<file path="config.mk">
export PLATFORM = sky130hd
export DESIGN_NAME = jpeg_frame_size_scanner
export DESIGN_NICKNAME = d
export VERILOG_FILES = /design/src/rtl/jfs_pkg.sv /design/src/rtl/jfs_in_stage.sv /design/src/rtl/jfs_parser.sv /design/src/rtl/jfs_out_stage.sv /design/src/rtl/jpeg_frame_size_scanner.sv
export SDC_FILE = /design/constraint.sdc
export NUM_CORES = 1
export LEC_CHECK = 0
export BUFFER_PORTS_ARGS = -buffer_cell sky130_fd_sc_hd__buf_4
export CAP_MARGIN = 20
export CORE_AREA = 5 5 107 109
export DETAILED_ROUTE_END_ITERATION = 12
export DIE_AREA = 0 0 112 114
export GPL_TIMING_DRIVEN = 1
export HOLD_SLACK_MARGIN = 0.03
export PLACE_DENSITY = 0.78
export SYNTH_ARGS = -nofsm -noshare
export SYNTH_HDL_FRONTEND = slang
export SYNTH_SLANG_ARGS = --single-unit
</file>
<file path="constraint.sdc">
create_clock -name i_clk -period 3.8 [get_ports i_clk]
set_clock_uncertainty 0.15 [all_clocks]
set_input_delay 0 -clock i_clk [delete_from_list [all_inputs] [get_ports i_clk]]
set_output_delay 0 -clock i_clk [all_outputs]
set_load 0.05 [all_outputs]
</file>
<file path="src/rtl/jfs_pkg.sv">
// Types and constants shared by the JPEG frame size scanner modules.
package jfs_pkg;

    // Marker byte values
    localparam logic [7:0] MK_PREFIX = 8'hFF;
    localparam logic [7:0] MK_SOI    = 8'hD8;
    localparam logic [7:0] MK_SOS    = 8'hDA;
    localparam logic [7:0] MK_EOI    = 8'hD9;
    localparam logic [7:0] MK_RST_LO = 8'hD0;
    localparam logic [7:0] MK_RST_HI = 8'hD7;
    localparam logic [7:0] MK_SOF_LO = 8'hC0;
    localparam logic [7:0] MK_SOF_HI = 8'hCF;
    localparam logic [7:0] MK_DHT    = 8'hC4;
    localparam logic [7:0] MK_JPG    = 8'hC8;
    localparam logic [7:0] MK_DAC    = 8'hCC;

    // Index of the last frame header byte that is used (width low byte)
    localparam logic [2:0] FRAME_LAST_IDX = 3'd4;

    typedef enum logic [3:0] {
        PH_FIRST  = 4'd0,
        PH_SECOND = 4'd1,
        PH_PAIR_A = 4'd2,
        PH_PAIR_B = 4'd3,
        PH_SEEK   = 4'd4,
        PH_LEN_HI = 4'd5,
        PH_LEN_LO = 4'd6,
        PH_FRAME  = 4'd7,
        PH_SKIP   = 4'd8,
        PH_DONE   = 4'd9
    } t_phase;

    typedef enum logic [2:0] {
        ST_FOUND    = 3'd0,
        ST_NO_START = 3'd1,
        ST_STOP     = 3'd2,
        ST_BAD_LEN  = 3'd3,
        ST_ENDED    = 3'd4
    } t_status;

    typedef struct packed {
        logic [7:0] data_byte;
        logic       end_of_file;
    } t_item;

    typedef struct packed {
        t_status     status;
        logic [15:0] image_width;
        logic [15:0] image_height;
    } t_result;

endpackage

</file>
<file path="src/rtl/jfs_in_stage.sv">
// Input register of the scanner: holds one byte transfer until the parser takes it.
module jfs_in_stage
    import jfs_pkg::*;
(
    input  logic       i_clk,
    input  logic       i_rst_n,
    input  logic       i_in_valid,
    input  logic [7:0] i_data_byte,
    input  logic       i_end_of_file,
    output logic       o_in_stall,
    input  logic       i_consume,
    output logic       o_item_valid,
    output t_item      o_item
);

    logic  r_valid;
    t_item r_item;

    // Stall only while a held byte cannot move on this cycle
    assign o_in_stall = r_valid && !i_consume;

    // Hold valid flag
    always_ff @(posedge i_clk) begin
        if (!i_rst_n) begin
            r_valid <= 1'b0;
        end else if (!o_in_stall) begin
            r_valid <= i_in_valid;
        end
    end

    // Load payload whenever the register is free
    always_ff @(posedge i_clk) begin
        if (!o_in_stall) begin
            r_item.data_byte   <= i_data_byte;
            r_item.end_of_file <= i_end_of_file;
        end
    end

    assign o_item_valid = r_valid;
    assign o_item       = r_item;

endmodule

</file>
<file path="src/rtl/jfs_parser.sv">
// Marker stream parser: one byte per step, emits at most one result per file.
module jfs_parser
    import jfs_pkg::*;
(
    input  logic    i_clk,
    input  logic    i_rst_n,
    input  logic    i_step,
    input  t_item   i_item,
    output logic    o_res_valid,
    output t_result o_res
);

    t_phase      r_phase,     n_phase;
    logic        r_prefix,    n_prefix;
    logic [7:0]  r_marker,    n_marker;
    logic [7:0]  r_len_hi,    n_len_hi;
    logic [15:0] r_skip,      n_skip;
    logic [2:0]  r_frame_idx, n_frame_idx;
    logic [15:0] r_height,    n_height;
    logic [15:0] r_width,     n_width;

    logic        decided;
    t_status     status;
    logic [15:0] seg_len;
    logic [15:0] skip_dec;
    logic [7:0]  b;
    logic        is_sof;

    assign b       = i_item.data_byte;
    assign seg_len = {r_len_hi, b};
    assign skip_dec = r_skip - 16'd1;

    // Frame markers: C0..CF except DHT, JPG and DAC
    always_comb begin
        is_sof = (r_marker inside {[MK_SOF_LO:MK_SOF_HI]}) &&
                 !(r_marker inside {MK_DHT, MK_JPG, MK_DAC});
    end

    // Next state and result
    always_comb begin
        n_phase     = r_phase;
        n_prefix    = r_prefix;
        n_marker    = r_marker;
        n_len_hi    = r_len_hi;
        n_skip      = r_skip;
        n_frame_idx = r_frame_idx;
        n_height    = r_height;
        n_width     = r_width;
        decided     = 1'b0;
        status      = ST_ENDED;
        o_res_valid = 1'b0;

        case (r_phase)
            PH_FIRST: begin
                n_prefix = (b == MK_PREFIX);
                n_phase  = PH_SECOND;
                if (i_item.end_of_file) begin
                    decided = 1'b1;
                    status  = ST_NO_START;
                end
            end
            PH_SECOND: begin
                if (!r_prefix || b != MK_SOI) begin
                    decided = 1'b1;
                    status  = ST_NO_START;
                end else begin
                    n_phase = PH_PAIR_A;
                end
            end
            PH_PAIR_A: begin
                n_prefix = (b == MK_PREFIX);
                n_phase  = PH_PAIR_B;
            end
            PH_SEEK: begin
                if (b == MK_PREFIX) begin
                    n_prefix = 1'b1;
                    n_phase  = PH_PAIR_B;
                end
            end
            PH_PAIR_B: begin
                if (!r_prefix) begin
                    n_phase = PH_SEEK;
                end else begin
                    n_marker = b;
                    if (b == MK_PREFIX) begin
                        // fill byte: stay for the marker byte
                        n_phase = PH_PAIR_B;
                    end else if (b == MK_SOS || b == MK_EOI) begin
                        decided = 1'b1;
                        status  = ST_STOP;
                    end else if (b == MK_SOI || (b inside {[MK_RST_LO:MK_RST_HI]})) begin
                        n_phase = PH_PAIR_A;
                    end else begin
                        n_phase = PH_LEN_HI;
                    end
                end
            end
            PH_LEN_HI: begin
                n_len_hi = b;
                n_phase  = PH_LEN_LO;
            end
            PH_LEN_LO: begin
                if (seg_len < 16'd2) begin
                    decided = 1'b1;
                    status  = ST_BAD_LEN;
                end else if (is_sof) begin
                    n_frame_idx = '0;
                    n_phase     = PH_FRAME;
                end else begin
                    n_skip  = seg_len - 16'd2;
                    n_phase = (seg_len == 16'd2) ? PH_PAIR_A : PH_SKIP;
                end
            end
            PH_FRAME: begin
                case (r_frame_idx)
                    3'd1:    n_height = {b, 8'h00};
                    3'd2:    n_height = {r_height[15:8], b};
                    3'd3:    n_width  = {b, 8'h00};
                    3'd4:    n_width  = {r_width[15:8], b};
                    default: ;
                endcase
                if (r_frame_idx >= FRAME_LAST_IDX) begin
                    decided = 1'b1;
                    status  = ST_FOUND;
                end else begin
                    n_frame_idx = r_frame_idx + 3'd1;
                end
            end
            PH_SKIP: begin
                n_skip = skip_dec;
                if (skip_dec == 16'd0) begin
                    n_phase = PH_PAIR_A;
                end
            end
            default: ;
        endcase

        o_res.status       = decided ? status : ST_ENDED;
        o_res.image_width  = (decided && status == ST_FOUND) ? n_width  : 16'd0;
        o_res.image_height = (decided && status == ST_FOUND) ? n_height : 16'd0;

        // Give the result, mark done, restart at end of file
        if (r_phase != PH_DONE && (decided || i_item.end_of_file)) begin
            o_res_valid = i_step;
            n_phase     = PH_DONE;
        end
        if (i_item.end_of_file) begin
            n_phase     = PH_FIRST;
            n_prefix    = 1'b0;
            n_marker    = '0;
            n_len_hi    = '0;
            n_skip      = '0;
            n_frame_idx = '0;
            n_height    = '0;
            n_width     = '0;
        end
    end

    // Advance state on each consumed byte
    always_ff @(posedge i_clk) begin
        if (!i_rst_n) begin
            r_phase     <= PH_FIRST;
            r_prefix    <= 1'b0;
            r_marker    <= '0;
            r_len_hi    <= '0;
            r_skip      <= '0;
            r_frame_idx <= '0;
            r_height    <= '0;
            r_width     <= '0;
        end else if (i_step) begin
            r_phase     <= n_phase;
            r_prefix    <= n_prefix;
            r_marker    <= n_marker;
            r_len_hi    <= n_len_hi;
            r_skip      <= n_skip;
            r_frame_idx <= n_frame_idx;
            r_height    <= n_height;
            r_width     <= n_width;
        end
    end

    a_eof_restarts: assert property (@(posedge i_clk) disable iff (!i_rst_n)
        i_step && i_item.end_of_file |=> r_phase == PH_FIRST)
        else $error("parser did not restart after end of file");

    a_frame_idx_range: assert property (@(posedge i_clk) disable iff (!i_rst_n)
        r_phase == PH_FRAME |-> r_frame_idx <= FRAME_LAST_IDX)
        else $error("frame byte index out of range");

    a_done_silent: assert property (@(posedge i_clk) disable iff (!i_rst_n)
        r_phase == PH_DONE |-> !o_res_valid)
        else $error("second result in one file");

endmodule

</file>
<file path="src/rtl/jfs_out_stage.sv">
// Output register of the scanner: holds one result until it is taken.
module jfs_out_stage
    import jfs_pkg::*;
(
    input  logic        i_clk,
    input  logic        i_rst_n,
    input  logic        i_load_en,
    input  logic        i_res_valid,
    input  t_result     i_res,
    output logic        o_out_valid,
    output logic [2:0]  o_status,
    output logic [15:0] o_image_width,
    output logic [15:0] o_image_height
);

    logic    r_valid;
    t_result r_res;

    // Refill valid flag whenever the slot is free
    always_ff @(posedge i_clk) begin
        if (!i_rst_n) begin
            r_valid <= 1'b0;
        end else if (i_load_en) begin
            r_valid <= i_res_valid;
        end
    end

    // Capture result payload
    always_ff @(posedge i_clk) begin
        if (i_load_en && i_res_valid) begin
            r_res <= i_res;
        end
    end

    assign o_out_valid    = r_valid;
    assign o_status       = r_res.status;
    assign o_image_width  = r_res.image_width;
    assign o_image_height = r_res.image_height;

endmodule

</file>
<file path="src/rtl/jpeg_frame_size_scanner.sv">
// Path: input register, combinational parser, then output register driving o_out_valid.
// Throughput: one byte per cycle, set by the single-step parser between two registers.
// Throughput drops only while a held result is stalled at the output.
// Reset: synchronous active-low i_rst_n empties both registers and restarts the parser.
// At most one result per file; end of file always restarts the scan.
module jpeg_frame_size_scanner
    import jfs_pkg::*;
(
    input  logic        i_clk,
    input  logic        i_rst_n,
    input  logic        i_in_valid,
    output logic        o_in_stall,
    input  logic [7:0]  i_data_byte,
    input  logic        i_end_of_file,
    output logic        o_out_valid,
    input  logic        i_out_stall,
    output logic [2:0]  o_status,
    output logic [15:0] o_image_width,
    output logic [15:0] o_image_height
);

    logic    item_valid;
    t_item   item;
    logic    out_free;
    logic    consume;
    logic    res_valid;
    t_result res;

    // Parser steps when a byte is held and the output slot can take a result
    assign out_free = !o_out_valid || !i_out_stall;
    assign consume  = item_valid && out_free;

    jfs_in_stage u_in (
        .i_clk        (i_clk),
        .i_rst_n      (i_rst_n),
        .i_in_valid   (i_in_valid),
        .i_data_byte  (i_data_byte),
        .i_end_of_file(i_end_of_file),
        .o_in_stall   (o_in_stall),
        .i_consume    (consume),
        .o_item_valid (item_valid),
        .o_item       (item)
    );

    jfs_parser u_parser (
        .i_clk      (i_clk),
        .i_rst_n    (i_rst_n),
        .i_step     (consume),
        .i_item     (item),
        .o_res_valid(res_valid),
        .o_res      (res)
    );

    jfs_out_stage u_out (
        .i_clk         (i_clk),
        .i_rst_n       (i_rst_n),
        .i_load_en     (out_free),
        .i_res_valid   (res_valid),
        .i_res         (res),
        .o_out_valid   (o_out_valid),
        .o_status      (o_status),
        .o_image_width (o_image_width),
        .o_image_height(o_image_height)
    );

    a_status_range: assert property (@(posedge i_clk) disable iff (!i_rst_n)
        o_out_valid |-> o_status <= ST_ENDED)
        else $error("result status out of range");

    a_size_zero: assert property (@(posedge i_clk) disable iff (!i_rst_n)
        o_out_valid && o_status != ST_FOUND |-> o_image_width == 16'd0 &&
                                                o_image_height == 16'd0)
        else $error("nonzero size on a failed scan");

    a_out_hold: assert property (@(posedge i_clk) disable iff (!i_rst_n)
        o_out_valid && i_out_stall |=> o_out_valid && $stable(o_status) &&
                                       $stable(o_image_width) && $stable(o_image_height))
        else $error("stalled result changed");

endmodule
</file>
==> summary.md <==
| Metric | Value |
|---|---|
| Run status | `finished, final reports clean` |
| Fmax | `0.330 GHz` |
| RSZ-0062 raised after global routing | `false` |
| Initial core utilization | `57.2%` |
| Pwr Density | `463 nW/um^2` |
| Vias in the first global route | `4960` |
| Routed len/inst | `19.2 um` |
| Syn Nets | `679` |
| Ys async rst share | `0%` |
| Detailed placement HPWL | `10900 um` |
| Max-slew violation count | `0` |
| Final GP Congestion | `0.897` |
| Count of different cell masters after synthesis | `69` |
| Worst Setup Start Kind | `flop` |
| DRC Markers | `0` |
| Worst reg-to-reg path cell count | `9` |
| R2R setup slack | `0.77 ns` |
| GR Util met2 | `42.8%` |
| Area growth syn-to-layout | `18.5%` |
| CP arrival | `~3.3 ns` |
| Drt total wl | `16400 um` |
| Reg-to-Reg End | `u_parser.r_phase[2]` |
| Worst Max-Slew Pin Slew | `between 0.9 and 1 ns` |
| Required @ worst endpoint | `4.05 ns` |
| Endpoints failing hold | `0` |
| Post-route clock period utilization | `79.7%` |
| Synth Instances | `657` |
| Worst skew pair latency | `just over 0.5 ns` |
| DIE WIDTH | `112 um` |
| Clk root buf | `clkbuf_8` |
| Clock transition at path regs | `0.06 ns` |
| H-tree depth | `4` |
| Post-Syn Area | `6010 um^2` |
| Reg2reg start | `u_in.o_item[6]` |
| Pleak | `2.61 nW` |
| Worst Path Class, Setup | `reg -> reg` |
| Io pins | `50` |
| Final setup viols | `0` |
| Layout cells sized above 1 | `15.0%` |
| Post-CTS Setup Repair Bufs | `0` |
| CTS Buf Count | `17` |
| Vias | `~5200` |
| Setup TNS | `0 ns` |
| Drt via density | `6.06` |
| CTS Buffer Depth | `2` |
| Cts repair resizes | `0` |
| Met1 usage | `between 30% and 40%` |
| Avg Inst Size Synth | `9.14 um^2` |
| Total global-route track usage | `25.7%` |
| Hold Path Class | `in -> reg` |
| Die ar. | `between 10000 and 15000 um^2` |
| DRT Pass-1 Iters | `6` |
| Synthesized flop and latch total | `about 120` |
| Core outline area | `10500 um^2` |
| N_diodes | `0` |
| Worst Path Max Fanout | `37` |
| Peak supply drop | `0.265 mV` |
| Overall die height | `roughly 110 um` |
| CP endpoint | `u_parser.r_phase[2]` |
| Max-cap violations | `0` |
| Nets | `724` |
| Crit end category | `flop` |
| Largest net degree at the start of global routing | `64` |
| Starting DRT DRC Count | `442` |
| Sequential area share after synthesis | `a little under half` |
| Critical path origin | `u_in.o_item[6]` |
| Hold_sp | `i_data_byte[6]` |
| Ys Warns | `0` |
| Port bufs | `49` |
| CTS tree | `built` |
| Post-synth EDFFs | `44` |
| Max-slew headroom | `35.3%` |
| Row count | `38` |
| GR peak layer | `met2` |
| Routed Antenna Nets | `0` |
| Initial antenna violation count | `0` |
| Grt ovf | `0` |
| Clock sinks | `118` |
| First-pass GRT wire length | `about 26000 um` |
| Met3 usage | `under 10%` |
| Final Util | `67.8%` |
| Period minus WS final | `3.03 ns` |
| Ys flop type | `dfxtp_1` |
## logic make-up (layout without fill, tap and decap cells)
logic type / after synthesis / in the layout / share of synthesized area (%)
flops: 118 / 118 / 46.6
xor+xnor: 21 / 21 / 3.06
compound gates: 149 / 149 / 16.1
simple gates: 282 / 282 / 24.4
mux: 18 / 18 / 3.00
buf+inv: 60 / 118 / 4.91
fa+ha+maj: 9 / 9 / 1.87
## registers in the layout (all words and copies together) (netlist names), 4 cells and up
signal	flops
u_parser.r_width	16
u_in.o_item	9
u_parser.r_skip	16
u_parser.r_phase	4
u_parser.r_marker	8
u_out.o_image_height	16
u_parser.r_len_hi	8
u_parser.r_height	16
u_out.o_image_width	16
## report_power, final
| part | total, mW | leakage [nW] | switching, mW | internal [mW] |
|---|---|---|---|---|
| combinational | 0.360 | 1.34 | 0.240 | 0.119 |
| clock | 1.55 | 0.288 | 0.586 | 0.968 |
| sequential | 1.38 | 0.987 | 0.0370 | 1.35 |
| total | 3.30 | 2.61 | 0.864 | 2.43 |
## cells in the mapped netlist, types with 12 or more instances
library cell | count | area share (%)
nor2_1 | 91 | 5.7
dfxtp_1 | 74 | 25
nand2_1 | 54 | 3.4
edfxtp_1 | 44 | 22
a21oi_1 | 38 | 3.2
a22oi_1 | 32 | 4.0
clkbuf_1 | 29 | 1.8
and2_1 | 28 | 2.9
o21ai_0 | 28 | 2.3
mux2i_1 | 18 | 3.0
nor3_1 | 15 | 1.2
nand3_1 | 14 | 1.2
nor3b_1 | 12 | 1.5
## worst max-delay path, stage by stage, from the launching register on
cell and delay, ns:
edfxtp_1 0.56, nor4_2 0.46, nand4_1 0.23, nor3_1 0.45
nor4_2 0.18, a21o_1 0.24, inv_1 0.10, buf_12 0.22
nor2_2 0.06, a32o_1 0.26
## final cells by class
type / count / area, um^2
clock buffer: 23 / 489
clock inverter: 9 / 87.6
fill: 799 / 3390
inverter: 13 / 48.8
multi-input combinational: 479 / 2910
sequential: 118 / 2800
tap: 140 / 175
timing repair buffer: 73 / 606
## per-stage QoR
stage	power (mW)	setup WS [ns]	hold slack (ns)	instances	area [um^2]
after global routing	3.39	0.530	0.0472	855	7120
after global placement	1.75	0.885	0.0345	809	6390
final	3.30	0.771	0.0635	855	7120
after floorplan	1.65	0.783	-0.0511	657	6010
after detailed placement	1.75	0.762	0.0369	809	6390
after CTS	3.29	0.728	0.0444	854	7100
## placed cells by master (no fill, tap or decap), drive strengths merged, types with 23 or more instances in the layout
master  instances
dfxtp          74
o21ai          33
nand2          54
buf            60
edfxtp         44
and2           28
nor2           93
a22oi          32
clkbuf         23
a21oi          39
## timing repair
action	CTS	global route
endpoints found under the hold margin	22	0
endpoints found under the setup margin	0	0
hold buffers	13	0
## worst min path at each step
stage / endpoint / slack, ns / depth (start not counted)
final: u_in.o_item[7] / 0.06 / 2
after global routing: u_in.o_item[7] / 0.05 / 2
after CTS: u_in.o_item[0] / 0.04 / 2
after detailed placement: u_in.o_item[6] / 0.04 / 1
after global placement: u_in.o_item[0] / 0.03 / 1
after floorplan: u_in.o_item[0] / -0.05 / 0
## routing by layer
| metal | up-vias | routed length, um | part of all wire [%] |
|---|---|---|---|
| met3 | 26 | 1080 | 6.6 |
| met1 | 2503 | 7210 | 44 |
| met5 | - | 0 | 0 |
| met4 | 0 | 250 | 1.5 |
| met2 | 208 | 7860 | 48 |
| li1 | 2446 | - | - |
(Power assumes the default switching activity.)
